--- src/design/recency_window_tracker_unit_assert.svh ---
// ----------------------------------------------------------------------------
// recency window tracker assertion macros
// concurrent checks, compiled out when SYNTH is defined
// ----------------------------------------------------------------------------
`ifndef RECENCY_WINDOW_TRACKER_UNIT_ASSERT_SVH
`define RECENCY_WINDOW_TRACKER_UNIT_ASSERT_SVH
`ifndef SYNTH
`define RWT_ASSERT(lbl, clk, rstn, prop, msg) \
  lbl: assert property (@(posedge clk) disable iff (!rstn) prop) else $error(msg);
`define RWT_CHECK(lbl, prop, msg) `RWT_ASSERT(lbl, clk_i, rst_ni, prop, msg)
`else
`define RWT_ASSERT(lbl, clk, rstn, prop, msg)
`define RWT_CHECK(lbl, prop, msg)
`endif
`endif

--- src/design/rwt_pkg.sv ---
// ----------------------------------------------------------------------------
// rwt_pkg
// shared codes and controller/datapath interface types
// ----------------------------------------------------------------------------
package rwt_pkg;

  typedef enum logic [2:0] {
    OP_UPDATE      = 3'd0,
    OP_LIST_SPAN   = 3'd1,
    OP_LIST_PERIOD = 3'd2,
    OP_DRAIN       = 3'd3,
    OP_CLEAR       = 3'd4
  } op_e;

  typedef enum logic [1:0] {
    KIND_EVICT   = 2'd0,
    KIND_WINDOW  = 2'd1,
    KIND_EXPIRED = 2'd2,
    KIND_NONE    = 2'd3
  } kind_e;

  typedef enum logic [1:0] {
    RD_SCAN = 2'd0,
    RD_SLOT = 2'd1,
    RD_TAIL = 2'd2,
    RD_NODE = 2'd3
  } rd_sel_e;

  typedef struct packed {
    logic    latch;
    logic    scan_start;
    logic    scan_step;
    logic    slot_take;
    logic    rd_en;
    rd_sel_e rd_sel;
    logic    stamp_wr;
    logic    det;
    logic    push;
    logic    ins;
    logic    rm_tail;
    logic    rep;
    kind_e   rep_kind;
    logic    list_init;
    logic    list_adv;
    logic    clear;
    logic    finish;
  } cmd_t;

  typedef struct packed {
    op_e  op;
    logic hit;
    logic scan_end;
    logic head_is_slot;
    logic count_zero;
    logic full;
    logic over_cap;
    logic list_end;
    logic list_pass;
    logic drain_pass;
    logic rep_ok;
    logic fin_ok;
  } status_t;

endpackage

--- src/design/recency_window_tracker_unit.sv ---
// ----------------------------------------------------------------------------
// recency_window_tracker_unit
// most-recently-updated key list with capacity eviction and time window
// listing and expiry
// ----------------------------------------------------------------------------
// channel  dir  handshake               payload
// in       in   in_valid_i/in_ready_o   operation_i key_i stamp_i span_i
// out      out  out_valid_o/out_ready_i kind_o result_key_o last_o
// cfg      in   psel/penable/pready     paddr pwrite pwdata prdata
//
// sequence from input transfer to ready again with the output free, one item at a time
// update: key scan over all ENTRIES slots plus relink, with a tail eviction first
// when storage is full and one more tail eviction per capacity eviction
// listing: reports entries from the head until the list ends or one falls out of window
// drain: reports expired tail entries until the tail is kept or the list is empty; clear
// empties the list; reset empties the list; a held result stalls the walk at the next report
// ----------------------------------------------------------------------------
module recency_window_tracker_unit import rwt_pkg::*; #(
  parameter int ENTRIES = 16
) (
  input  logic        clk_i,
  input  logic        rst_ni,
  input  logic        in_valid_i,
  output logic        in_ready_o,
  input  logic [2:0]  operation_i,
  input  logic [31:0] key_i,
  input  logic [31:0] stamp_i,
  input  logic [31:0] span_i,
  output logic        out_valid_o,
  input  logic        out_ready_i,
  output logic [1:0]  kind_o,
  output logic [31:0] result_key_o,
  output logic        last_o,
  input  logic        psel,
  input  logic        penable,
  input  logic        pwrite,
  input  logic [2:0]  paddr,
  input  logic [31:0] pwdata,
  output logic [31:0] prdata,
  output logic        pready
);

  logic [4:0]  cap_q;
  logic [31:0] period_q;
  logic        cfg_wr;
  cmd_t        cmd;
  status_t     sts;

  assign pready = 1'b1;
  assign cfg_wr = psel && penable && pwrite;
  assign prdata = paddr[2] ? period_q : {27'd0, cap_q};

  always_ff @(posedge clk_i or negedge rst_ni) begin
    if (!rst_ni) begin
      cap_q    <= 5'd16;
      period_q <= 32'd1000;
    end else if (cfg_wr) begin
      if (paddr[2]) period_q <= pwdata;
      else cap_q <= pwdata[4:0];
    end
  end

  rwt_ctrl u_ctrl (
    .clk_i      (clk_i),
    .rst_ni     (rst_ni),
    .in_valid_i (in_valid_i),
    .in_ready_o (in_ready_o),
    .sts_i      (sts),
    .cmd_o      (cmd)
  );

  rwt_datapath #(
    .ENTRIES (ENTRIES)
  ) u_datapath (
    .clk_i        (clk_i),
    .rst_ni       (rst_ni),
    .cmd_i        (cmd),
    .sts_o        (sts),
    .operation_i  (operation_i),
    .key_i        (key_i),
    .stamp_i      (stamp_i),
    .span_i       (span_i),
    .cap_i        (cap_q),
    .period_i     (period_q),
    .out_valid_o  (out_valid_o),
    .out_ready_i  (out_ready_i),
    .kind_o       (kind_o),
    .result_key_o (result_key_o),
    .last_o       (last_o)
  );

endmodule

--- src/design/rwt_ctrl.sv ---
// ----------------------------------------------------------------------------
// rwt_ctrl
// sequencer for update, listing, drain and clear
// ----------------------------------------------------------------------------
module rwt_ctrl import rwt_pkg::*; (
  input  logic    clk_i,
  input  logic    rst_ni,
  input  logic    in_valid_i,
  output logic    in_ready_o,
  input  status_t sts_i,
  output cmd_t    cmd_o
);

  typedef enum logic [13:0] {
    S_IDLE     = 14'b00000000000001,
    S_DISPATCH = 14'b00000000000010,
    S_SCAN     = 14'b00000000000100,
    S_HIT_RD   = 14'b00000000001000,
    S_HIT_DET  = 14'b00000000010000,
    S_PUSH     = 14'b00000000100000,
    S_MISS     = 14'b00000001000000,
    S_INSERT   = 14'b00000010000000,
    S_TRIM     = 14'b00000100000000,
    S_DRAIN    = 14'b00001000000000,
    S_TAIL_RD  = 14'b00010000000000,
    S_TAIL_EV  = 14'b00100000000000,
    S_LIST_RD  = 14'b01000000000000,
    S_LIST_CHK = 14'b10000000000000
  } state_e;

  typedef enum logic [1:0] {
    M_FULL  = 2'd0,
    M_TRIM  = 2'd1,
    M_DRAIN = 2'd2
  } mode_e;

  state_e state_q, state_d;
  mode_e  mode_q, mode_d;
  logic   fin_q, fin_d;

  assign in_ready_o = (state_q == S_IDLE) && !fin_q;

  always_comb begin
    state_d = state_q;
    mode_d  = mode_q;
    fin_d   = 1'b0;
    cmd_o   = '0;
    cmd_o.rd_sel   = RD_SCAN;
    cmd_o.rep_kind = KIND_EVICT;
    if (fin_q) begin
      cmd_o.finish = sts_i.fin_ok;
      fin_d        = !sts_i.fin_ok;
    end else begin
      case (state_q)
        S_IDLE: begin
          if (in_valid_i) begin
            cmd_o.latch = 1'b1;
            state_d     = S_DISPATCH;
          end
        end
        S_DISPATCH: begin
          case (sts_i.op)
            OP_UPDATE: begin
              cmd_o.scan_start = 1'b1;
              state_d          = S_SCAN;
            end
            OP_LIST_SPAN, OP_LIST_PERIOD: begin
              cmd_o.list_init = 1'b1;
              state_d         = S_LIST_RD;
            end
            OP_DRAIN: begin
              mode_d  = M_DRAIN;
              state_d = S_DRAIN;
            end
            OP_CLEAR: begin
              cmd_o.clear = 1'b1;
              fin_d       = 1'b1;
              state_d     = S_IDLE;
            end
            default: begin
              fin_d   = 1'b1;
              state_d = S_IDLE;
            end
          endcase
        end
        S_SCAN: begin
          cmd_o.scan_step = 1'b1;
          cmd_o.rd_en     = 1'b1;
          cmd_o.rd_sel    = RD_SCAN;
          if (sts_i.hit) begin
            cmd_o.slot_take = 1'b1;
            state_d         = S_HIT_RD;
          end else if (sts_i.scan_end) begin
            state_d = S_MISS;
          end
        end
        S_HIT_RD: begin
          cmd_o.stamp_wr = 1'b1;
          if (sts_i.head_is_slot) begin
            state_d = S_TRIM;
          end else begin
            cmd_o.rd_en  = 1'b1;
            cmd_o.rd_sel = RD_SLOT;
            state_d      = S_HIT_DET;
          end
        end
        S_HIT_DET: begin
          cmd_o.det = 1'b1;
          state_d   = S_PUSH;
        end
        S_PUSH: begin
          cmd_o.push = 1'b1;
          state_d    = S_TRIM;
        end
        S_MISS: begin
          if (sts_i.full) begin
            mode_d  = M_FULL;
            state_d = S_TAIL_RD;
          end else begin
            state_d = S_INSERT;
          end
        end
        S_INSERT: begin
          cmd_o.ins = 1'b1;
          state_d   = S_PUSH;
        end
        S_TRIM: begin
          if (sts_i.over_cap) begin
            mode_d  = M_TRIM;
            state_d = S_TAIL_RD;
          end else begin
            fin_d   = 1'b1;
            state_d = S_IDLE;
          end
        end
        S_DRAIN: begin
          if (sts_i.count_zero) begin
            fin_d   = 1'b1;
            state_d = S_IDLE;
          end else begin
            state_d = S_TAIL_RD;
          end
        end
        S_TAIL_RD: begin
          cmd_o.rd_en  = 1'b1;
          cmd_o.rd_sel = RD_TAIL;
          state_d      = S_TAIL_EV;
        end
        S_TAIL_EV: begin
          if (mode_q == M_DRAIN && !sts_i.drain_pass) begin
            fin_d   = 1'b1;
            state_d = S_IDLE;
          end else if (sts_i.rep_ok) begin
            cmd_o.rep      = 1'b1;
            cmd_o.rm_tail  = 1'b1;
            cmd_o.rep_kind = (mode_q == M_DRAIN) ? KIND_EXPIRED : KIND_EVICT;
            case (mode_q)
              M_FULL:  state_d = S_INSERT;
              M_TRIM:  state_d = S_TRIM;
              default: state_d = S_DRAIN;
            endcase
          end
        end
        S_LIST_RD: begin
          if (sts_i.list_end) begin
            fin_d   = 1'b1;
            state_d = S_IDLE;
          end else begin
            cmd_o.rd_en  = 1'b1;
            cmd_o.rd_sel = RD_NODE;
            state_d      = S_LIST_CHK;
          end
        end
        S_LIST_CHK: begin
          if (!sts_i.list_pass) begin
            fin_d   = 1'b1;
            state_d = S_IDLE;
          end else if (sts_i.rep_ok) begin
            cmd_o.rep      = 1'b1;
            cmd_o.rep_kind = KIND_WINDOW;
            cmd_o.list_adv = 1'b1;
            state_d        = S_LIST_RD;
          end
        end
        default: state_d = S_IDLE;
      endcase
    end
  end

  always_ff @(posedge clk_i or negedge rst_ni) begin
    if (!rst_ni) begin
      state_q <= S_IDLE;
      mode_q  <= M_TRIM;
      fin_q   <= 1'b0;
    end else begin
      state_q <= state_d;
      mode_q  <= mode_d;
      fin_q   <= fin_d;
    end
  end

endmodule

--- src/design/rwt_datapath.sv ---
// ----------------------------------------------------------------------------
// rwt_datapath
// entry memories, linked list pointers, scan and output registers
// ----------------------------------------------------------------------------
module rwt_datapath import rwt_pkg::*; #(
  parameter int ENTRIES = 16
) (
  input  logic         clk_i,
  input  logic         rst_ni,
  input  cmd_t         cmd_i,
  output status_t      sts_o,
  input  logic [2:0]   operation_i,
  input  logic [31:0]  key_i,
  input  logic [31:0]  stamp_i,
  input  logic [31:0]  span_i,
  input  logic [4:0]   cap_i,
  input  logic [31:0]  period_i,
  output logic         out_valid_o,
  input  logic         out_ready_i,
  output logic [1:0]   kind_o,
  output logic [31:0]  result_key_o,
  output logic         last_o
);

  `include "recency_window_tracker_unit_assert.svh"

  localparam int IW   = $clog2(ENTRIES);
  localparam int CW   = $clog2(ENTRIES + 1);
  localparam int CAPW = (CW > 5) ? CW : 5;

  logic [31:0]   key_mem   [ENTRIES];
  logic [31:0]   stamp_mem [ENTRIES];
  logic [IW-1:0] next_mem  [ENTRIES];
  logic [IW-1:0] prev_mem  [ENTRIES];

  logic [31:0]   key_rd_q, stamp_rd_q;
  logic [IW-1:0] next_rd_q, prev_rd_q;

  op_e           op_q;
  logic [31:0]   key_q, stamp_q, span_q, hstamp_q;
  logic [IW-1:0] head_q, tail_q, slot_q, node_q, cmp_idx_q, raddr, free_idx;
  logic [CW-1:0] count_q, list_i_q;
  logic [ENTRIES-1:0] valid_q;
  logic [IW:0]   scan_idx_q;
  logic          cmp_v_q;

  logic          pend_v_q;
  kind_e         pend_kind_q;
  logic [31:0]   pend_key_q;

  logic          out_valid_q, out_last_q;
  kind_e         out_kind_q;
  logic [31:0]   out_key_q;
  logic          out_free, out_load;

  logic [CAPW-1:0] capw, cap_eff;
  logic [31:0]     limit;
  logic [32:0]     list_sum, drain_sum;

  always_comb begin
    case (cmd_i.rd_sel)
      RD_SCAN: raddr = scan_idx_q[IW-1:0];
      RD_SLOT: raddr = slot_q;
      RD_TAIL: raddr = tail_q;
      RD_NODE: raddr = node_q;
      default: raddr = slot_q;
    endcase
  end

  always_comb begin
    free_idx = '0;
    for (int i = ENTRIES - 1; i >= 0; i--) begin
      if (!valid_q[i]) free_idx = IW'(i);
    end
  end

  always_comb begin
    capw = CAPW'(cap_i);
    if (capw == '0) cap_eff = CAPW'(1);
    else if (capw > CAPW'(ENTRIES)) cap_eff = CAPW'(ENTRIES);
    else cap_eff = capw;
  end

  assign limit     = (op_q == OP_LIST_SPAN) ? span_q : period_i;
  assign list_sum  = {1'b0, stamp_rd_q} + {1'b0, limit};
  assign drain_sum = {1'b0, stamp_rd_q} + {1'b0, period_i};

  assign out_free = !out_valid_q || out_ready_i;
  assign out_load = (cmd_i.rep && pend_v_q) || cmd_i.finish;

  always_comb begin
    sts_o.op           = op_q;
    sts_o.hit          = cmp_v_q && valid_q[cmp_idx_q] && (key_rd_q == key_q);
    sts_o.scan_end     = cmp_v_q && (cmp_idx_q == IW'(ENTRIES - 1));
    sts_o.head_is_slot = (head_q == slot_q);
    sts_o.count_zero   = (count_q == '0);
    sts_o.full         = (count_q == CW'(ENTRIES));
    sts_o.over_cap     = (CAPW'(count_q) > cap_eff);
    sts_o.list_end     = (list_i_q == count_q);
    sts_o.list_pass    = ({1'b0, hstamp_q} < list_sum);
    sts_o.drain_pass   = ({1'b0, hstamp_q} > drain_sum);
    sts_o.rep_ok       = !pend_v_q || out_free;
    sts_o.fin_ok       = out_free;
  end

  // entry memories
  always_ff @(posedge clk_i) begin
    if (cmd_i.rd_en) begin
      key_rd_q   <= key_mem[raddr];
      stamp_rd_q <= stamp_mem[raddr];
      next_rd_q  <= next_mem[raddr];
      prev_rd_q  <= prev_mem[raddr];
    end
    if (cmd_i.ins) key_mem[free_idx] <= key_q;
    if (cmd_i.ins) stamp_mem[free_idx] <= stamp_q;
    else if (cmd_i.stamp_wr) stamp_mem[slot_q] <= stamp_q;
    if (cmd_i.det) next_mem[prev_rd_q] <= next_rd_q;
    else if (cmd_i.push && count_q != '0) next_mem[slot_q] <= head_q;
    if (cmd_i.det && slot_q != tail_q) prev_mem[next_rd_q] <= prev_rd_q;
    else if (cmd_i.push && count_q != '0) prev_mem[head_q] <= slot_q;
  end

  // item, walk and pending payload
  always_ff @(posedge clk_i) begin
    if (cmd_i.latch) begin
      op_q    <= op_e'(operation_i);
      key_q   <= key_i;
      stamp_q <= stamp_i;
      span_q  <= span_i;
    end
    if (cmd_i.slot_take) slot_q <= cmp_idx_q;
    else if (cmd_i.ins) slot_q <= free_idx;
    if (cmd_i.stamp_wr || cmd_i.ins) hstamp_q <= stamp_q;
    if (cmd_i.list_init) begin
      node_q   <= head_q;
      list_i_q <= '0;
    end else if (cmd_i.list_adv) begin
      node_q   <= next_rd_q;
      list_i_q <= list_i_q + CW'(1);
    end
    if (cmd_i.scan_step) cmp_idx_q <= scan_idx_q[IW-1:0];
    if (cmd_i.rep) begin
      pend_kind_q <= cmd_i.rep_kind;
      pend_key_q  <= key_rd_q;
    end
    if (out_load) begin
      out_last_q <= cmd_i.finish;
      if (cmd_i.finish && !pend_v_q) begin
        out_kind_q <= KIND_NONE;
        out_key_q  <= '0;
      end else begin
        out_kind_q <= pend_kind_q;
        out_key_q  <= pend_key_q;
      end
    end
  end

  // list control state
  always_ff @(posedge clk_i or negedge rst_ni) begin
    if (!rst_ni) begin
      head_q      <= '0;
      tail_q      <= '0;
      count_q     <= '0;
      valid_q     <= '0;
      scan_idx_q  <= '0;
      cmp_v_q     <= 1'b0;
      pend_v_q    <= 1'b0;
      out_valid_q <= 1'b0;
    end else begin
      if (cmd_i.scan_start) begin
        scan_idx_q <= '0;
        cmp_v_q    <= 1'b0;
      end else if (cmd_i.scan_step) begin
        cmp_v_q    <= (scan_idx_q < (IW + 1)'(ENTRIES));
        scan_idx_q <= scan_idx_q + (IW + 1)'(1);
      end
      if (cmd_i.clear) begin
        valid_q <= '0;
        head_q  <= '0;
        tail_q  <= '0;
        count_q <= '0;
      end else if (cmd_i.det) begin
        if (slot_q == tail_q) tail_q <= prev_rd_q;
        count_q <= count_q - CW'(1);
      end else if (cmd_i.push) begin
        valid_q[slot_q] <= 1'b1;
        head_q          <= slot_q;
        if (count_q == '0) tail_q <= slot_q;
        count_q <= count_q + CW'(1);
      end else if (cmd_i.rm_tail) begin
        valid_q[tail_q] <= 1'b0;
        if (count_q > CW'(1)) tail_q <= prev_rd_q;
        count_q <= count_q - CW'(1);
      end
      if (cmd_i.rep) pend_v_q <= 1'b1;
      else if (cmd_i.finish) pend_v_q <= 1'b0;
      if (out_load) out_valid_q <= 1'b1;
      else if (out_ready_i) out_valid_q <= 1'b0;
    end
  end

  assign out_valid_o  = out_valid_q;
  assign kind_o       = out_kind_q;
  assign result_key_o = out_key_q;
  assign last_o       = out_last_q;

  `RWT_CHECK(a_count_range, count_q <= CW'(ENTRIES), "entry count above depth")
  `RWT_CHECK(a_empty_clean, (count_q == '0) |-> (valid_q == '0), "empty list with valid slot")
  `RWT_CHECK(a_no_overwrite, out_load |-> out_free, "result overwritten before transfer")

endmodule
--- config.mk ---
export PLATFORM = sky130hd
export DESIGN_NAME = recency_window_tracker_unit
export DESIGN_NICKNAME = d
export VERILOG_FILES = /design/src/design/rwt_pkg.sv /design/src/design/recency_window_tracker_unit.sv /design/src/design/rwt_ctrl.sv /design/src/design/rwt_datapath.sv
export VERILOG_INCLUDE_DIRS = /design/src /design/src/design
export SDC_FILE = /design/constraint.sdc
export NUM_CORES = 2
export LEC_CHECK = 0
export BUFFER_PORTS_ARGS = -buffer_cell sky130_fd_sc_hd__buf_4
export CAP_MARGIN = 10
export CORE_MARGIN = 1
export CORE_UTILIZATION = 40
export CTS_BUF_LIST = sky130_fd_sc_hd__clkbuf_16
export CTS_CLUSTER_DIAMETER = 30
export DETAILED_ROUTE_END_ITERATION = 10
export SLEW_MARGIN = 15
export SYNTH_ARGS = -nofsm -noshare
export SYNTH_HDL_FRONTEND = slang
export SYNTH_SLANG_ARGS = --single-unit
--- constraint.sdc ---
create_clock -name clk_i -period 10.2 [get_ports clk_i]
set_clock_uncertainty 0.05 [all_clocks]
set_input_delay 1.02 -clock clk_i [delete_from_list [all_inputs] [get_ports clk_i]]
set_output_delay 1.02 -clock clk_i [all_outputs]
set_load 0.02 [all_outputs]
* Word-level counts from Yosys, hierarchy flattened *
Memories as Yosys holds them, arrays and structs flattened. A register that Yosys moved wholly into a read port is not among the register bits.
Index checks and enable logic that the tools add are counted.

cells by class
  add/sub/neg operators = 6
  div/mod/pow operators = 0
  eq/ne operators = 40
  shift operators = 0
  bitwise logic cells = 5
  mux-type cells = 136
  reductions and logical operators = 51
  $lt $le $gt $ge = 11
  multipliers = 0

operators with widths
  cell                                                        number
  one-hot mux 14 bit (13 select lines)                        1
  two-way mux 4 bit                                           37
  two-way mux 14 bit                                          8
  two-way mux 32 bit                                          3
  adder 32 x 32 -> 33 bit                                     2
  two-way mux 16 bit                                          4
  two-way mux 1 bit                                           51
  two-way mux 5 bit                                           8
  one-hot mux 13 bit (3 select lines)                         1
  greater-than comparator 32 x 33 -> 1 bit                    1
  less-than comparator 32 x 33 -> 1 bit                       1
  two-way mux 11 bit                                          3
  equality test 32 bit                                        1
  OR reduction 32 bit                                         1
  one-hot mux 10 bit (2 select lines)                         1
  two-way mux 18 bit                                          1
  bitwise AND 16 bit                                          1
  inverter 16 bit                                             1
  bitwise OR 16 bit                                           1
  one-hot mux 4 bit (4 select lines)                          1
  adder 5 x 1 -> 5 bit, second input constant                 3
  less-than comparator 4 x 5 -> 1 bit, second input constant  3
  equality test 14 x 1 -> 1 bit, second input constant        1
  equality test 14 x 10 -> 1 bit, second input constant       1
  57 further kinds                                            113

storage, ports and cells
  logic and storage cells = 280
  bits in latches = 0
  bits in read-only memories = 0
  output and inout bits = 70
  memories kept = 4
  RAM bits = 1152
  register bits after elaboration = 308

memories
  name                  depth  width  read ports  clocked after memory_dff  wr ports  RTL line            RTL
  u_datapath.key_mem    16     32     1           1                         1         rwt_datapath.sv:31  logic [31:0] key_mem [ENTRIES];
  u_datapath.stamp_mem  16     32     1           1                         1         rwt_datapath.sv:32  logic [31:0] stamp_mem [ENTRIES];
  u_datapath.next_mem   16     4      1           1                         1         rwt_datapath.sv:33  logic [IW-1:0] next_mem [ENTRIES];
  u_datapath.prev_mem   16     4      1           1                         1         rwt_datapath.sv:34  logic [IW-1:0] prev_mem [ENTRIES];

* Longest topological paths before layout *
  depth after elaboration = 18
  depth in mapped cells = 26
  mapped depth without buffers = 23

* Cells and area by module *
A second synthesis with hierarchy kept.

second synthesis, totals
  cell total of the unflattened synthesis = 3606
  area, all modules = 64525.6 um^2

modules (own cells, without submodules)
  module                       sequential area each (um^2)  instances  area an instance (um^2)  cells each
  rwt_datapath                 44147.3                      1          61159.9                  3305
  recency_window_tracker_unit  934.6                        1          1775.5                   116
  rwt_ctrl                     427.9                        1          1590.3                   185

* Worst setup path before layout *
No wires, ideal clock.

  kind = flip-flop to flip-flop
  from = register u_datapath.op_q[1]
  to = register u_datapath.out_kind_q[0], in the netlist u_datapath.kind_o[0] (enable)
  setup time = 391 ps
  stages on the path, launching flop included = 24
  required time = 9759 ps
  path slack = 800 ps
  path buffers = 2
  arrival time = 8959 ps
  period minus slack after synthesis = 9400 ps
  path through = edfxtp_1 -> clkbuf_1 -> nor3b_1 -> clkbuf_1 -> mux2_2 -> ha_1 -> fa_1 -> a211oi_2 -> o21ai_2 -> a311o_1 -> a31oi_4 -> o41ai_1 -> nand2_1 -> a211oi_1 -> mux2i_1 -> a221o_1 -> ha_1 -> a21o_1 -> a21oi_1 -> o2111ai_1 -> o21ai_0 -> o21ai_1 -> a21boi_0 -> a21o_1

RTL lines
  item                      RTL line             RTL
  start: declaration        rwt_datapath.sv:39   op_e op_q;
  start signal: assignment  rwt_datapath.sv:126  op_q <= op_e'(operation_i);
  end signal: assignment    rwt_datapath.sv:152  out_kind_q <= pend_kind_q;
  end: declaration          rwt_datapath.sv:52   kind_e out_kind_q;

==> results.py <==
metrics = {
    "critical_path": {
        "slowest_stage": "a21o_2",
        "startpoint": "u_datapath.op_q[1]",
        "required_ns": 10.66,
        "crit_type": "reg -> reg",
        "rrSetupSlack_ns": 2.99,
        "cp_max_fo": 35,
        "cp.arrival_ns": 7.67,
        "worst_setup_path_end_kind": "flip-flop",
        "reg2reg_depth": 22,
        "critical_path.startpoint_type": "flip-flop",
        "cp_slowest_stage_delay_ns": 0.80,
        "r2r_end": "u_datapath.result_key_o[1]",
        "rr_startpoint": "u_datapath.op_q[1]",
        "crit_path_end": "u_datapath.result_key_o[1]",
        "path_cells": "nor3b_2 -> buf_4 -> mux2_2 -> ha_1 -> o21ai_0 -> o21ai_2 -> a311o_1 -> a31oi_4 -> o41ai_1 -> nand2_1 -> a211oi_1 -> mux2i_1 -> a221o_1 -> ha_1 -> a21o_1 -> a21oi_1 -> o2111ai_1 -> o21ai_0 -> buf_4 -> o21ai_1 -> a21boi_4 -> a21o_2",
    },
    "synth": {
        "synth_area_leaders": "edfxtp_1 67%, mux2i_1 9.3%, dfrtp_1 3.2%, o22ai_1 2.9%, ha_1 2.7%",
        "synthAdderAreaFrac": 0.0275,
        "netlist_area_mm2": 0.0643,
        "syn_nets": 4289,
        "ys_async_sr_fraction": 0.0594,
        "synth_top_area_frac": 0.671,
        "synth_cells": 4008,
        "ys_seq_area_frac": 0.708,
        "synth_xor_area_frac": 0.0140,
        "ys_ff_latch": 1532,
        "synth_top_family_by_area": "multiplexers",
        "synth_top_area_cell": "edfxtp_1",
        "ys_warn_count": 0,
        "yosys-mux-area-fraction": 0.109,
        "yosys.area_share.simple": 0.0556,
        "ys.flop_type": "edfxtp_1",
        "ys_types": 89,
        "synth_compound_area_frac": 0.0679,
        "syn_area_per_cell_um2": 16.0,
        "synth_edf_count": 1436,
    },
    "power_and_ir_drop": {
        "combPwrFrac": 0.192,
        "netSwitchingPower_mw": 6.49,
        "power.internal_mw": 16.6,
        "power_density_mw_per_mm2": 290,
        "switching_share": 0.281,
        "leakage_nw": 28.6,
        "clkPwrFrac": 0.462,
        "vdd_ir_drop_max_uv": 257,
        "power_frac_seq": 0.346,
    },
    "timing": {
        "max_freq_ghz": 0.139,
        "rsz0062_at_grt": "no",
        "min_period_ns": 7.21,
        "worstMarginPinSlew_ns": 1.19,
        "min_period_over_period": 0.707,
        "hold_ws_ns": 0.221,
        "worst_slew_margin_rel": 0.207,
        "slew_violations": 0,
        "setup_viol": 0,
        "setup_tns_ns": 0,
        "final-hold-violation-count": 0,
    },
    "floorplan": {
        "num_rows": 146,
        "io_pins": 211,
        "die_h_um": 403,
        "start_util": 0.404,
        "die_w_um": 403,
        "core_mm2": 0.159,
        "die_area_mm2": 0.162,
    },
    "cts": {
        "htreeDepth": 5,
        "postCtsSetupRepairBufs": 0,
        "cts_tree": "built",
        "cts_buffers": 338,
        "clock_sinks": 1532,
        "root_buffer": "clkbuf_16",
        "path_clk_slew_ns": 0.05,
        "clockBufferDepth": 4,
        "cts_resized": 0,
        "cts.hold.buffers_added": 1,
        "clk_latency_ns": 0.93,
    },
    "cells_and_area": {
        "area_growth_pct": 24.0,
        "post-route-util": 0.501,
        "fill_cells": 13100,
        "stdcell_count": 6788,
        "regArea_mm2": 0.0455,
        "fin_area_mm2": 0.0797,
        "nNetsFinal": 4738,
        "multiInputGateArea_mm2": 0.0180,
        "drive_gt1_frac": 0.206,
    },
    "place": {
        "dp.cells": 6188,
        "placed_cell_area_mm2": 0.0684,
        "dp.final_hpwl_um": 92500,
        "port_buffers": 207,
        "place_congestion": 0.868,
    },
    "run": {
        "cap_violations": 0,
    },
    "global_route": {
        "track_usage": 0.204,
        "grt_start_max_net_pins": 132,
        "antenna_found_initial": 5,
        "globalRouteOverflowTotal": 0,
        "first_global_vias": 37300,
        "grt_pass1_wl_um": 245000,
    },
    "min_path": {
        "holdCritPathClass": "in -> reg",
        "hold_depth": 1,
    },
    "detailed_routing": {
        "first_pass_iters": 5,
        "viasPerCell": 5.51,
        "drt_iter0_markers": 3156,
        "wirelength_um": 168000,
        "drc": 0,
        "wl_per_cell_um": 24.7,
        "ant_nets": 0,
        "via_count": 37400,
    },
    "run_status": {
        "outcome": "complete, no violations",
    },
}
==> worst max-delay path: cells and delay by family, from the launching register on <==
kind / cells / cell delay (ns)
AOI/OAI and AO/OA: 14 / 3.89
adders and majority gates: 2 / 0.66
buffers and inverters: 2 / 0.65
DFF: 1 / 0.51
muxes: 2 / 0.54
and+or+nand+nor: 2 / 0.37
==> worst min-delay path by stage <==
| stage | from | endpoint |
|---|---|---|
| floorplan | u_datapath.scan_idx_q[2] | u_datapath.cmp_idx_q[2] |
| global placement | u_datapath.key_rd_q[9] | u_datapath.pend_key_q[9] |
| detailed placement | u_datapath.key_rd_q[9] | u_datapath.pend_key_q[9] |
| CTS | key_i[15] | u_datapath.key_q[15] |
| global route | key_i[19] | u_datapath.key_q[19] |
| finish | key_i[22] | u_datapath.key_q[22] |
==> routing by layer <==
| metal | up-vias | GRT usage | part of all wire |
|---|---|---|---|
| met1 | 18900 | 0.288 | 0.45 |
| met5 | - | 0 | 0 |
| met3 | 260 | 0.0410 | 0.065 |
| met4 | 0 | 0.0568 | 0.019 |
| li1 | 17000 | - | - |
| met2 | 1273 | 0.321 | 0.47 |
==> layout make-up <==
cell class	count	area share
repair buffers	277	0.0268
multi-input cells	2254	0.225
clock inverters	253	0.0334
inverters	54	0.00254
clock buffers	345	0.108
flip-flops and latches	1532	0.571
well taps	2072	0.0325
diodes	1	0.0000314
==> kinds of logic after synthesis <==
logic type / Yosys count
adder cells (fa/ha/maj): 140
XOR/XNOR: 103
flip-flops: 1532
buffers and inverters: 222
AO/OA/AOI/OAI: 665
AND/OR/NAND/NOR: 660
other: 1
multiplexers: 685
==> synth_stat cells, drive strengths merged (6+ instances only) <==
| master | instances |
|---|---|
| edfxtp | 1436 |
| mux2i | 597 |
| o22ai | 299 |
| ha | 138 |
| nand2 | 131 |
| nor2 | 127 |
| a21oi | 100 |
| buf | 86 |
| mux2 | 83 |
| clkbuf | 82 |
| dfrtp | 82 |
| or4 | 82 |
| o21ai | 77 |
| and2 | 76 |
| xnor2 | 66 |
| nand3 | 55 |
| inv | 54 |
| nor3 | 37 |
| xor2 | 37 |
| a21o | 34 |
| nand4 | 34 |
| nand2b | 27 |
| a31oi | 22 |
| nor2b | 21 |
| nor4 | 19 |
| o31ai | 15 |
| a211oi | 14 |
| or3 | 13 |
| and3 | 12 |
| o211ai | 11 |
| o21a | 10 |
| a22o | 9 |
| dfstp | 9 |
| o21bai | 9 |
| a221o | 7 |
| o2111ai | 7 |
| a211o | 6 |
| a21boi | 6 |
| a31o | 6 |
| o311ai | 6 |
==> power by group through the flow <==
| stage | combinational (mW) | sequential [mW] | clock, mW |
|---|---|---|---|
| floorplan | 3.14 | 7.94 | 0 |
| global placement | 4.40 | 8.07 | 0 |
| detailed placement | 4.43 | 8.09 | 0 |
| CTS | 4.45 | 7.99 | 10.8 |
| global route | 4.78 | 8.04 | 11.2 |
| finish | 4.45 | 7.99 | 10.7 |
==> placed cells by master (no fill, tap or decap), types with 49 or more instances in the layout <==
master | synthesis | layout
ha_1 | 138 | 138
inv_1 | 54 | 86
buf_4 | 2 | 272
and2_1 | 74 | 73
clkbuf_16 | 0 | 345
clkinv_2 | 0 | 55
bufinv_16 | 0 | 49
o21ai_0 | 66 | 65
nand2_1 | 131 | 123
xnor2_1 | 66 | 66
or4_1 | 82 | 82
dfrtp_1 | 82 | 82
mux2_2 | 77 | 77
edfxtp_1 | 1436 | 1436
a21oi_1 | 100 | 100
mux2i_1 | 597 | 597
o22ai_1 | 299 | 299
nand3_1 | 54 | 54
nor2_1 | 127 | 111
==> sequential cells by signal, indices dropped and copies added, names as in the netlist, 64 cells and up <==
name / count
u_datapath.stamp_mem: 512
u_datapath.prev_mem: 64
u_datapath.key_mem: 512
u_datapath.next_mem: 64
==> through the flow <==
step | setup slack, ns | power (mW)
2_1_floorplan | 0.800 | 11.1
3_3_place_gp | 2.94 | 12.5
3_5_place_dp | 2.86 | 12.5
4_1_cts | 2.83 | 23.3
5_1_grt | 2.52 | 24.0
6_report | 2.99 | 23.1
No activity file was read; power rests on OpenSTA's default activity.
